==> src/sv/sartrim_pkg.sv <==
// Shared types, widths and codes for the SAR trim closest-match search.
// Used by every module of the block; depends on nothing.
`timescale 1ns / 1ps

package sartrim_pkg;

  localparam int CODE_BITS  = 6;
  localparam int POS_W      = (CODE_BITS > 1) ? $clog2(CODE_BITS) : 1;
  localparam int OUT_CODE_W = 6;
  localparam int THR_W      = 16;
  localparam int IDX_W      = 1;

  // Register indexes of the config port
  localparam logic [IDX_W-1:0] REG_TARGET    = 1'd0;
  localparam logic [IDX_W-1:0] REG_INIT_DIFF = 1'd1;

  // Item kind, carried in tuser
  localparam logic CMD_START = 1'b0;
  localparam logic CMD_MEAS  = 1'b1;

  typedef enum logic [1:0] {
    ST_MEASURE = 2'd0,
    ST_DONE    = 2'd1,
    ST_REJECT  = 2'd2
  } status_t;

  typedef struct packed {
    logic             cmd;
    logic [THR_W-1:0] measured_threshold;
    logic             noisy;
  } item_t;

  typedef struct packed {
    status_t               status;
    logic [OUT_CODE_W-1:0] code;
    logic [THR_W-1:0]      best_difference;
  } res_t;

  // Low bits of a trim code, zero-extended when the code is narrower
  function automatic logic [OUT_CODE_W-1:0] out_code(input logic [CODE_BITS-1:0] c);
    logic [CODE_BITS+OUT_CODE_W-1:0] wide;
    wide = {{OUT_CODE_W{1'b0}}, c};
    return wide[OUT_CODE_W-1:0];
  endfunction

endpackage

==> src/sv/sartrim_cfg_regs.sv <==
// Configuration registers: target threshold and starting best difference.
// Depends on sartrim_pkg.
`timescale 1ns / 1ps

module sartrim_cfg_regs (
  input  logic                           clk,
  input  logic                           rst,
  input  logic                           wr_en,
  input  logic [sartrim_pkg::IDX_W-1:0]  wr_index,
  input  logic [sartrim_pkg::THR_W-1:0]  wr_data,
  output logic [sartrim_pkg::THR_W-1:0]  target,
  output logic [sartrim_pkg::THR_W-1:0]  init_diff
);

  always_ff @(posedge clk) begin
    if (rst) begin
      target    <= '0;
      init_diff <= '1;
    end else if (wr_en) begin
      case (wr_index)
        sartrim_pkg::REG_TARGET:    target    <= wr_data;
        sartrim_pkg::REG_INIT_DIFF: init_diff <= wr_data;
        default: ;
      endcase
    end
  end

endmodule

==> src/sv/sartrim_search.sv <==
// Search state and its single-pass update: one item in, one result out.
// Depends on sartrim_pkg.
`timescale 1ns / 1ps

module sartrim_search (
  input  logic                          clk,
  input  logic                          rst,
  input  logic                          step,
  input  sartrim_pkg::item_t            item,
  input  logic [sartrim_pkg::THR_W-1:0] target,
  input  logic [sartrim_pkg::THR_W-1:0] init_diff,
  output sartrim_pkg::res_t             res
);

  localparam int CB = sartrim_pkg::CODE_BITS;
  localparam int PW = sartrim_pkg::POS_W;
  localparam int TW = sartrim_pkg::THR_W;

  typedef enum logic [1:0] {
    PH_IDLE   = 2'd0,
    PH_SEARCH = 2'd1,
    PH_ZERO   = 2'd2
  } phase_t;

  phase_t        phase, phase_next;
  logic [CB-1:0] trial_code, trial_code_next;
  logic [PW-1:0] bit_position, bit_position_next;
  logic [CB-1:0] best_code, best_code_next;
  logic [TW-1:0] best_diff, best_diff_next;

  logic [TW-1:0] diff;
  logic          below;
  logic          take;
  logic [CB-1:0] cleared;
  logic [PW-1:0] pos_dec;

  assign below   = item.measured_threshold < target;
  assign diff    = below ? (target - item.measured_threshold)
                         : (item.measured_threshold - target);
  assign take    = !item.noisy && (diff < best_diff);
  assign cleared = (item.noisy || below)
                 ? (trial_code & ~(CB'(1) << bit_position)) : trial_code;
  assign pos_dec = bit_position - PW'(1);

  always_comb begin
    phase_next        = phase;
    trial_code_next   = trial_code;
    bit_position_next = bit_position;
    best_code_next    = best_code;
    best_diff_next    = best_diff;
    res.status        = sartrim_pkg::ST_REJECT;
    res.code          = sartrim_pkg::out_code(best_code);

    if (item.cmd == sartrim_pkg::CMD_START) begin
      bit_position_next = PW'(CB - 1);
      trial_code_next   = CB'(1) << (CB - 1);
      best_code_next    = CB'(1) << (CB - 1);
      best_diff_next    = init_diff;
      phase_next        = PH_SEARCH;
      res.status        = sartrim_pkg::ST_MEASURE;
      res.code          = sartrim_pkg::out_code(CB'(1) << (CB - 1));
    end else begin
      case (phase)
        PH_SEARCH: begin
          if (take) begin
            best_diff_next = diff;
            best_code_next = trial_code;
          end
          if (bit_position != '0) begin
            bit_position_next = pos_dec;
            trial_code_next   = cleared | (CB'(1) << pos_dec);
            res.status        = sartrim_pkg::ST_MEASURE;
            res.code          = sartrim_pkg::out_code(cleared | (CB'(1) << pos_dec));
          end else if (cleared == '0) begin
            // all bits dropped: measure code zero once more
            trial_code_next = '0;
            phase_next      = PH_ZERO;
            res.status      = sartrim_pkg::ST_MEASURE;
            res.code        = '0;
          end else begin
            trial_code_next = cleared;
            phase_next      = PH_IDLE;
            res.status      = sartrim_pkg::ST_DONE;
            res.code        = sartrim_pkg::out_code(best_code_next);
          end
        end
        PH_ZERO: begin
          if (take) begin
            best_diff_next = diff;
            best_code_next = '0;
          end
          phase_next = PH_IDLE;
          res.status = sartrim_pkg::ST_DONE;
          res.code   = sartrim_pkg::out_code(best_code_next);
        end
        default: ;
      endcase
    end
    res.best_difference = best_diff_next;
  end

  always_ff @(posedge clk) begin
    if (rst) begin
      phase        <= PH_IDLE;
      trial_code   <= '0;
      bit_position <= '0;
      best_code    <= '0;
      best_diff    <= '1;
    end else if (step) begin
      phase        <= phase_next;
      trial_code   <= trial_code_next;
      bit_position <= bit_position_next;
      best_code    <= best_code_next;
      best_diff    <= best_diff_next;
    end
  end

endmodule

==> src/sv/sar_trim_search_closest_match_core.sv <==
// Top level of the SAR trim closest-match search: input register, search
// update, result register. Depends on sartrim_pkg, sartrim_cfg_regs, sartrim_search.
//
//  channel   dir  handshake                    payload
//  s_axis    in   s_axis_tvalid/s_axis_tready  tuser=cmd, tdata=threshold,noisy
//  m_axis    out  m_axis_tvalid/m_axis_tready  tuser=status, tdata=code,best_diff
//  cfg       in   cfg_valid/cfg_ready          cfg_index, cfg_data
//
// One word per cycle while m_axis does not stall; a word taken on s_axis
// passes the input register, then the result register, to reach m_axis.
// Synchronous reset clears the search state to idle and empties both stages.
// A stall on m_axis holds the result register and then the input register;
// s_axis_tready drops only when both are full and m_axis_tready is low.
// cfg_ready is always high.
`timescale 1ns / 1ps

module sar_trim_search_closest_match_core (
  input  logic                                clk,
  input  logic                                rst,
  input  logic                                s_axis_tvalid,
  output logic                                s_axis_tready,
  input  logic [23:0]                         s_axis_tdata,  // [15:0] measured_threshold, [16] noisy, rest 0
  input  logic                                s_axis_tuser,  // [0] cmd
  output logic                                m_axis_tvalid,
  input  logic                                m_axis_tready,
  output logic [23:0]                         m_axis_tdata,  // [5:0] code, [21:6] best_difference, rest 0
  output logic [1:0]                          m_axis_tuser,  // [1:0] status
  input  logic                                cfg_valid,
  output logic                                cfg_ready,
  input  logic [sartrim_pkg::IDX_W-1:0]       cfg_index,
  input  logic [sartrim_pkg::THR_W-1:0]       cfg_data
);

  localparam int TW = sartrim_pkg::THR_W;
  localparam int OW = sartrim_pkg::OUT_CODE_W;

  logic                          s1_valid;
  sartrim_pkg::item_t            s1_item;
  logic                          s1_adv;
  logic                          out_valid;
  sartrim_pkg::res_t             out_res;
  sartrim_pkg::res_t             res;
  logic [TW-1:0]                 target;
  logic [TW-1:0]                 init_diff;

  assign cfg_ready     = 1'b1;
  assign s1_adv        = !out_valid || m_axis_tready;
  assign s_axis_tready = !s1_valid || s1_adv;

  sartrim_cfg_regs u_cfg (
    .clk      (clk),
    .rst      (rst),
    .wr_en    (cfg_valid && cfg_ready),
    .wr_index (cfg_index),
    .wr_data  (cfg_data),
    .target   (target),
    .init_diff(init_diff)
  );

  sartrim_search u_search (
    .clk      (clk),
    .rst      (rst),
    .step     (s1_valid && s1_adv),
    .item     (s1_item),
    .target   (target),
    .init_diff(init_diff),
    .res      (res)
  );

  // input register
  always_ff @(posedge clk) begin
    if (rst) begin
      s1_valid <= 1'b0;
    end else if (s_axis_tready) begin
      s1_valid <= s_axis_tvalid;
    end
    if (s_axis_tready && s_axis_tvalid) begin
      s1_item.cmd                <= s_axis_tuser;
      s1_item.measured_threshold <= s_axis_tdata[TW-1:0];
      s1_item.noisy              <= s_axis_tdata[TW];
    end
  end

  // result register
  always_ff @(posedge clk) begin
    if (rst) begin
      out_valid <= 1'b0;
    end else if (s1_adv) begin
      out_valid <= s1_valid;
    end
    if (s1_adv && s1_valid) begin
      out_res <= res;
    end
  end

  assign m_axis_tvalid = out_valid;
  assign m_axis_tuser  = out_res.status;
  assign m_axis_tdata  = {{(24 - OW - TW){1'b0}}, out_res.best_difference, out_res.code};

`ifndef SYNTHESIS
  a_hold_s1 : assert property (@(posedge clk) disable iff (rst)
    s1_valid && !s1_adv |=> s1_valid && $stable(s1_item))
    else $error("input register lost or changed a stalled word");

  a_start_measure : assert property (@(posedge clk) disable iff (rst)
    s1_valid && s1_adv && s1_item.cmd == sartrim_pkg::CMD_START
    |=> m_axis_tvalid && m_axis_tuser == sartrim_pkg::ST_MEASURE)
    else $error("start command did not ask for a measurement");

  a_reject_only_meas : assert property (@(posedge clk) disable iff (rst)
    s1_valid && res.status == sartrim_pkg::ST_REJECT |-> s1_item.cmd == sartrim_pkg::CMD_MEAS)
    else $error("start command rejected");

  a_no_phantom : assert property (@(posedge clk) disable iff (rst)
    $rose(m_axis_tvalid) |-> $past(s1_valid))
    else $error("result appeared without a word in the input register");
`endif

endmodule

==> config.mk <==
export PLATFORM = sky130hd
export DESIGN_NAME = sar_trim_search_closest_match_core
export DESIGN_NICKNAME = d
export VERILOG_FILES = /design/src/sv/sartrim_pkg.sv /design/src/sv/sartrim_cfg_regs.sv /design/src/sv/sartrim_search.sv /design/src/sv/sar_trim_search_closest_match_core.sv
export SDC_FILE = /design/constraint.sdc
export NUM_CORES = 1
export LEC_CHECK = 0
export BUFFER_PORTS_ARGS = -buffer_cell sky130_fd_sc_hd__clkbuf_2
export CELL_PAD_IN_SITES_DETAIL_PLACEMENT = 1
export CELL_PAD_IN_SITES_GLOBAL_PLACEMENT = 2
export CORE_UTILIZATION = 35
export DETAILED_ROUTE_END_ITERATION = 16
export PLACE_DENSITY = 0.76
export SLEW_MARGIN = 40
export SYNTH_ARGS = -nofsm -noshare
export SYNTH_HDL_FRONTEND = slang
export SYNTH_SLANG_ARGS = --single-unit
==> constraint.sdc <==
create_clock -name clk -period 6 [get_ports clk]
set_input_delay 1.2 -clock clk [delete_from_list [all_inputs] [get_ports clk]]
set_output_delay 1.2 -clock clk [all_outputs]
set_load 0.03 [all_outputs]
# Word level (Yosys, flattened, before mapping)
# Index checks and enable logic that the tools add are counted.
# totals
elab_cells	73
out_inout_bits	29
in_bits	47
ff_bits	109
# classes
addsub	3
bitwise	4
mux	23
order_cmp	2
eq_ne	6
shift	2
n_reduce_logical	18
# ops
op	count
2-to-1 mux 16 bit	4
2-to-1 mux 6 bit	8
< comparator 16 bit	2
subtractor 16 bit	2
one-hot mux 8 bit (2 select lines)	1
one-hot mux 6 bit (2 select lines)	1
left shift 1 x 3 -> 6 bit (first input constant)	2
2-to-1 mux 3 bit	3
2-to-1 mux 8 bit	1
AND reduction 2 bit	4
2-to-1 mux 7 bit	1
AND 6 bit	1
zero test 6 bit	1
2-to-1 mux 2 bit	3
inverter 6 bit	1
bitwise OR 6 bit	1
AND reduction 3 bit	2
inequality test 2 x 1 -> 1 bit (second input constant)	2
one-hot mux 2 bit (2 select lines)	1
logical AND 1 bit	3
zero test 1 bit	3
logical OR 1 bit	3
inequality test 3 x 1 -> 1 bit (second input constant)	1
inequality test 3 bit (second input constant)	1
other kinds (6)	6

# Logic depth before layout (Yosys ltp)
# depth
depth_word	9
mapped_depth	23
depth_no_buf	20

# Cells and area by module
# From an unflattened synthesis, not the netlist that was laid out.
# hier_totals
cells_unflattened	785
area_unflattened_um2	7051.8
# by_module_without_submodules
module	cells_per_inst	n_inst	area_per_inst_um2
sartrim_search	601	1	4335.4
sar_trim_search_closest_match_core	57	1	1395.1
sartrim_cfg_regs	127	1	1321.3

# Least setup slack after synthesis
# No wires, ideal clock.
# synth_timing
kind	reg2reg
startpoint	register s1_item[1] in the netlist's numbering
endpoint	register out_res (netlist bit m_axis_tdata[18]), data pin
t_required_ps	5739
setup_time_ps	261
slack_ps	1412
n_path_buf	2
stages_incl_launch_ff	21
arrival_time_ps	4327
cell_sequence	edfxtp_1 -> inv_1 -> ha_1 -> inv_1 -> fa_1 -> a211oi_1 -> o21ai_1 -> o211ai_2 -> nand2_2 -> mux2i_1 -> xnor2_1 -> ha_1 -> a21oi_1 -> o21ai_1 -> or4_1 -> o2111a_2 -> nor3_2 -> buf_2 -> buf_2 -> nor3_1 -> a221o_1
# synth_lines
element	line	source
start, declared	sar_trim_search_closest_match_core.sv:38	sartrim_pkg::item_t s1_item;
end signal, assigned	sar_trim_search_closest_match_core.sv:92	out_res <= res;
end, declared	sar_trim_search_closest_match_core.sv:41	sartrim_pkg::res_t out_res;

# Worst setup path in the final report
# layout_timing
startpoint	register s1_item[1] in the netlist's numbering
endpoint	register u_search.best_diff[8]
# layout_between
elab_chain_len	7
word_cells_on_any_way	9
# layout_lines
element	line	source
subtractor 16 bit (tied with other cells)	sartrim_search.sv:39	: (item.measured_threshold - target);
2-to-1 mux 16 bit *	sartrim_search.sv:38	assign diff = below ? (target - item.measured_threshold)
< comparator 16 bit	sartrim_search.sv:40	assign take = !item.noisy && (diff < best_diff);
logical AND 1 bit	sartrim_search.sv:40	
2-to-1 mux 16 bit *	sartrim_search.sv:65, sartrim_search.sv:88	
2-to-1 mux 16 bit *	-	
2-to-1 mux 16 bit *	sartrim_search.sv:54	if (item.cmd == sartrim_pkg::CMD_START) begin
end signal, assigned	sartrim_search.sv:114	best_diff <= best_diff_next;
end, declared	sartrim_search.sv:29	logic [TW-1:0] best_diff, best_diff_next;
# Every way passes the cells marked *; elsewhere a longest branch is shown, timed or not.
# A chain may end at the register's enable or synchronous reset.

==> flow_summary_export.csv <==
group,metric,value,unit
status,outcome,"completed",
power_and_ir_drop,share_comb_of_total_power,0.228,
setup_path,startpoint_type,"flip-flop",
clock_network,cts_tree,"built",
layout,synthToLayoutAreaGrowth,12.42,%
yosys,synth_seq_cells,109,
placed_design,place_congestion,0.8468,
min_path,hold_path.startpoint,"u_cfg.target[15]$_SDFFE_PP0P_",
detailed_routing,first_pass_iters,5,
timing,tightestPinTransition,736.3,ps
setup_path,cp-end-kind,"flip-flop",
timing,setup_tns,0,ps
timing,fin_skew,8.518,ps
power_and_ir_drop,switching_share,0.3148,
die,die_h,141.9,µm
detailed_routing,drt-total-wl,20.86,mm
setup_path,cpPeakStageDelay,490,ps
yosys,syn_inst,832,
clock_network,cts_setup_buffers,0,
power_and_ir_drop,seqPwrFrac,0.437,
timing,drv_slew,0,
yosys,synth-edff-count,42,
layout,final_cell_count_no_fill,1140,
setup_path,crit_required,6270,ps
clock_network,hold_buffers,0,
power_and_ir_drop,clockPowerShare,0.335,
clock_network,root_buffer,"clkbuf_16",
setup_path,crit_start,"s1_item[1]$_DFFE_PP_",
power_and_ir_drop,power.density,247.3,mW/mm²
min_path,whs_path_depth,2,
clock_network,clk_pin_slew_worst_paths,80,ps
placed_design,io_buffers,65,
detailed_routing,drt-vias-per-instance,5.432,
yosys,ys_seq_area_frac,0.3800,
power_and_ir_drop,switchingPower,599.4,µW
timing,hold_viol,0,
layout,drive_above_1_share,0.1330,
die,die_area,0.02013,mm²
setup_path,crit_top_cell,"inv_1",
die,die_w,141.9,µm
detailed_routing,route.detailed.drc,0,
placed_design,dp.cells,1124,
detailed_routing,antenna_left,0,
die,core-area,0.01896,mm²
clock_network,clkLatencyLatePin,360,ps
clock_network,clock_sinks,109,
placed_design,placed_area,0.007391,mm²
setup_path,crit_chain,"inv_1 -> ha_1 -> inv_1 -> fa_1 -> a211oi_1 -> o21ai_1 -> o211a_1 -> nor2_1 -> o21ai_0 -> xor2_1 -> inv_1 -> ha_1 -> nand2_1 -> o21ai_1 -> or4_1 -> o2111a_2 -> or3_4 -> nor2_2 -> a21oi_1 -> o21ai_0",
yosys,ys_warn_count,0,
layout,final_nets,978,
grt,antenna_found_initial,0,
clock_network,cts_max_level,3,
yosys,netlist_area,0.006849,mm²
layout,layout_common_cells,"nand2_1, a21oi_1, dfxtp_1",
yosys,ys_async_sr_fraction,0,
detailed_routing,drtIter0Drc,291,
grt,grt_pass1_wl,34.07,mm
job,drv_cap,0,
die,boundaryPins,76,
clock_network,cts_buffers,9,
die,num_rows,50,
setup_path,worst_path_max_delay_cell,"or4_1",
setup_path,crit_arrival,5760,ps
layout,fin_area,0.007700,mm²
power_and_ir_drop,p_leak,0.003239,µW
setup_path,worstRegToRegCells,20,
setup_path,critical_path_class,"flip-flop to flip-flop",
setup_path,worstReg2RegStart,"s1_item[1]$_DFFE_PP_",
timing,fin_crit_sh,0.9140,
layout,insertedDiodeCount,0,
placed_design,dp_hpwl,15.82,mm
setup_path,worstPathMaxFanout,13,
timing,hold_ws,462.4,ps
die,initial_utilization,0.3613,
timing,fmaxAchievable,182.3,MHz
detailed_routing,via_count,6192,
grt,grt_max_degree,47,
yosys,synth_ff_type,"dfxtp_1",
layout,final_common_cell,"nand2_1",
timing,setup_viol_count_final,0,
detailed_routing,avgRoutedWirePerCell,18.30,µm
clock_network,cts_buffer_depth,2,
power_and_ir_drop,peakVddDrop,131.7,µV
grt,gr-total-overflow,0,
timing,post-route-min-period,5484,ps
power_and_ir_drop,p_int,1305,µW
min_path,hp-class,"flip-flop to flip-flop",
grt,grt_usage,0.2185,
clock_network,ctsResizeCount,0,
yosys,avgSynthCellArea,8.232,µm²
grt,grt_pass1_vias,6378,
timing,max_slew_margin,0.5091,
timing,rsz0062_at_grt,"false",
setup_path,rrSetupSlack,520,ps
yosys,ys_types,69,
## registers in the layout, indices dropped and copies added (netlist names)
signal                 count
m_axis_tdata              22
u_search.best_diff        16
u_search.best_code         6
u_search.bit_position      3
m_axis_tvalid              1
u_search.trial_code        6
s1_item                   18
u_search.phase             2
s1_valid                   1
m_axis_tuser               2
u_cfg.target              16
u_cfg.init_diff           16
## cells in the mapped netlist (5+ instances only)
cell type | number | area [µm²]
nand2b_1 | 14 | 87.58
o21bai_1 | 5 | 37.54
edfxtp_1 | 42 | 1261
ha_1 | 54 | 675.7
buf_2 | 12 | 60.06
a21o_1 | 12 | 90.09
inv_1 | 63 | 236.5
nand2_1 | 122 | 457.9
xnor2_1 | 7 | 61.31
nand4_1 | 6 | 37.54
mux2_2 | 6 | 67.56
nor2b_1 | 5 | 31.28
xor2_1 | 7 | 61.31
o21ai_0 | 51 | 255.2
o31ai_1 | 9 | 67.56
dfxtp_1 | 67 | 1341
o211ai_1 | 8 | 60.06
a221oi_1 | 10 | 87.58
nor3_1 | 7 | 35.03
a22oi_1 | 6 | 45.04
a211oi_1 | 5 | 37.54
a21oi_1 | 85 | 425.4
clkbuf_1 | 28 | 105.1
nand3_1 | 47 | 235.2
mux2i_1 | 6 | 60.06
nor2_1 | 61 | 229.0
## worst paths after layout
path / to
max: u_search.best_diff[8]$_SDFFE_PP1P_
max reg2reg: u_search.best_diff[8]$_SDFFE_PP1P_
min: u_cfg.target[15]$_SDFFE_PP0P_
min reg2reg: u_cfg.target[15]$_SDFFE_PP0P_
## critical path, delay by kind of cell (launching register included)
kind / cells / cell delay [ps]
and+or+nand+nor: 5 / 1880
AOI/OAI and AO/OA: 8 / 1650
adders and majority gates: 3 / 890
DFF: 1 / 390
xor gates and xnor gates: 1 / 350
buffers and inverters: 3 / 230
## cell families (layout without fill, tap and decap cells)
family | after synthesis | count (layout) | share of synthesized area
AO/OA/AOI/OAI | 239 | 239 | 0.2216
XOR/XNOR | 14 | 14 | 0.01790
adder cells (fa/ha/maj) | 56 | 56 | 0.1045
buffers and inverters | 113 | 160 | 0.06741
flip-flops | 109 | 109 | 0.3800
multiplexers | 12 | 12 | 0.01863
other | 2 | 3 | 0.001096
AND/OR/NAND/NOR | 287 | 287 | 0.1889
## power by group through the flow
stage          Clock, µW  Combinational [µW]  Sequential, µW
2_1_floorplan          0                 284             858
3_3_place_gp           0                 417             848
6_report             639                 433             832
4_1_cts              660                 433             833
3_5_place_dp           0                 429             850
5_1_grt              687                 484             838
## stage by stage
step	power [µW]	utilization	setup WS, ps
detailed placement	1279	0.3899	538.1
global placement	1265	0.3897	688.2
CTS	1926	0.4062	521.3
floorplan	1142	-	1412
finish	1904	0.4062	515.8
global route	2008	0.4062	104.4
## final cells by class
| cell class | count | area (µm²) |
|---|---|---|
| Clock inverter | 4 | 52.55 |
| Clock buffer | 12 | 256.5 |
| Timing Repair Buffer | 78 | 422.9 |
| Multi-Input combinational cell | 611 | 3792 |
| Sequential cell | 109 | 2603 |
| Tap cell | 260 | 325.3 |
| Fill cell | 2311 | 11260 |
| Inverter | 66 | 247.7 |
## per-layer routing
metal  up-vias  wire (µm)  global-route usage
li1       3024          -                   -
met1      3048      10150              0.2921
met2        99       9790              0.3671
met3        21        584             0.02261
met4         0        338             0.07414
met5         -          0                   0
(Power assumes the default switching activity.)
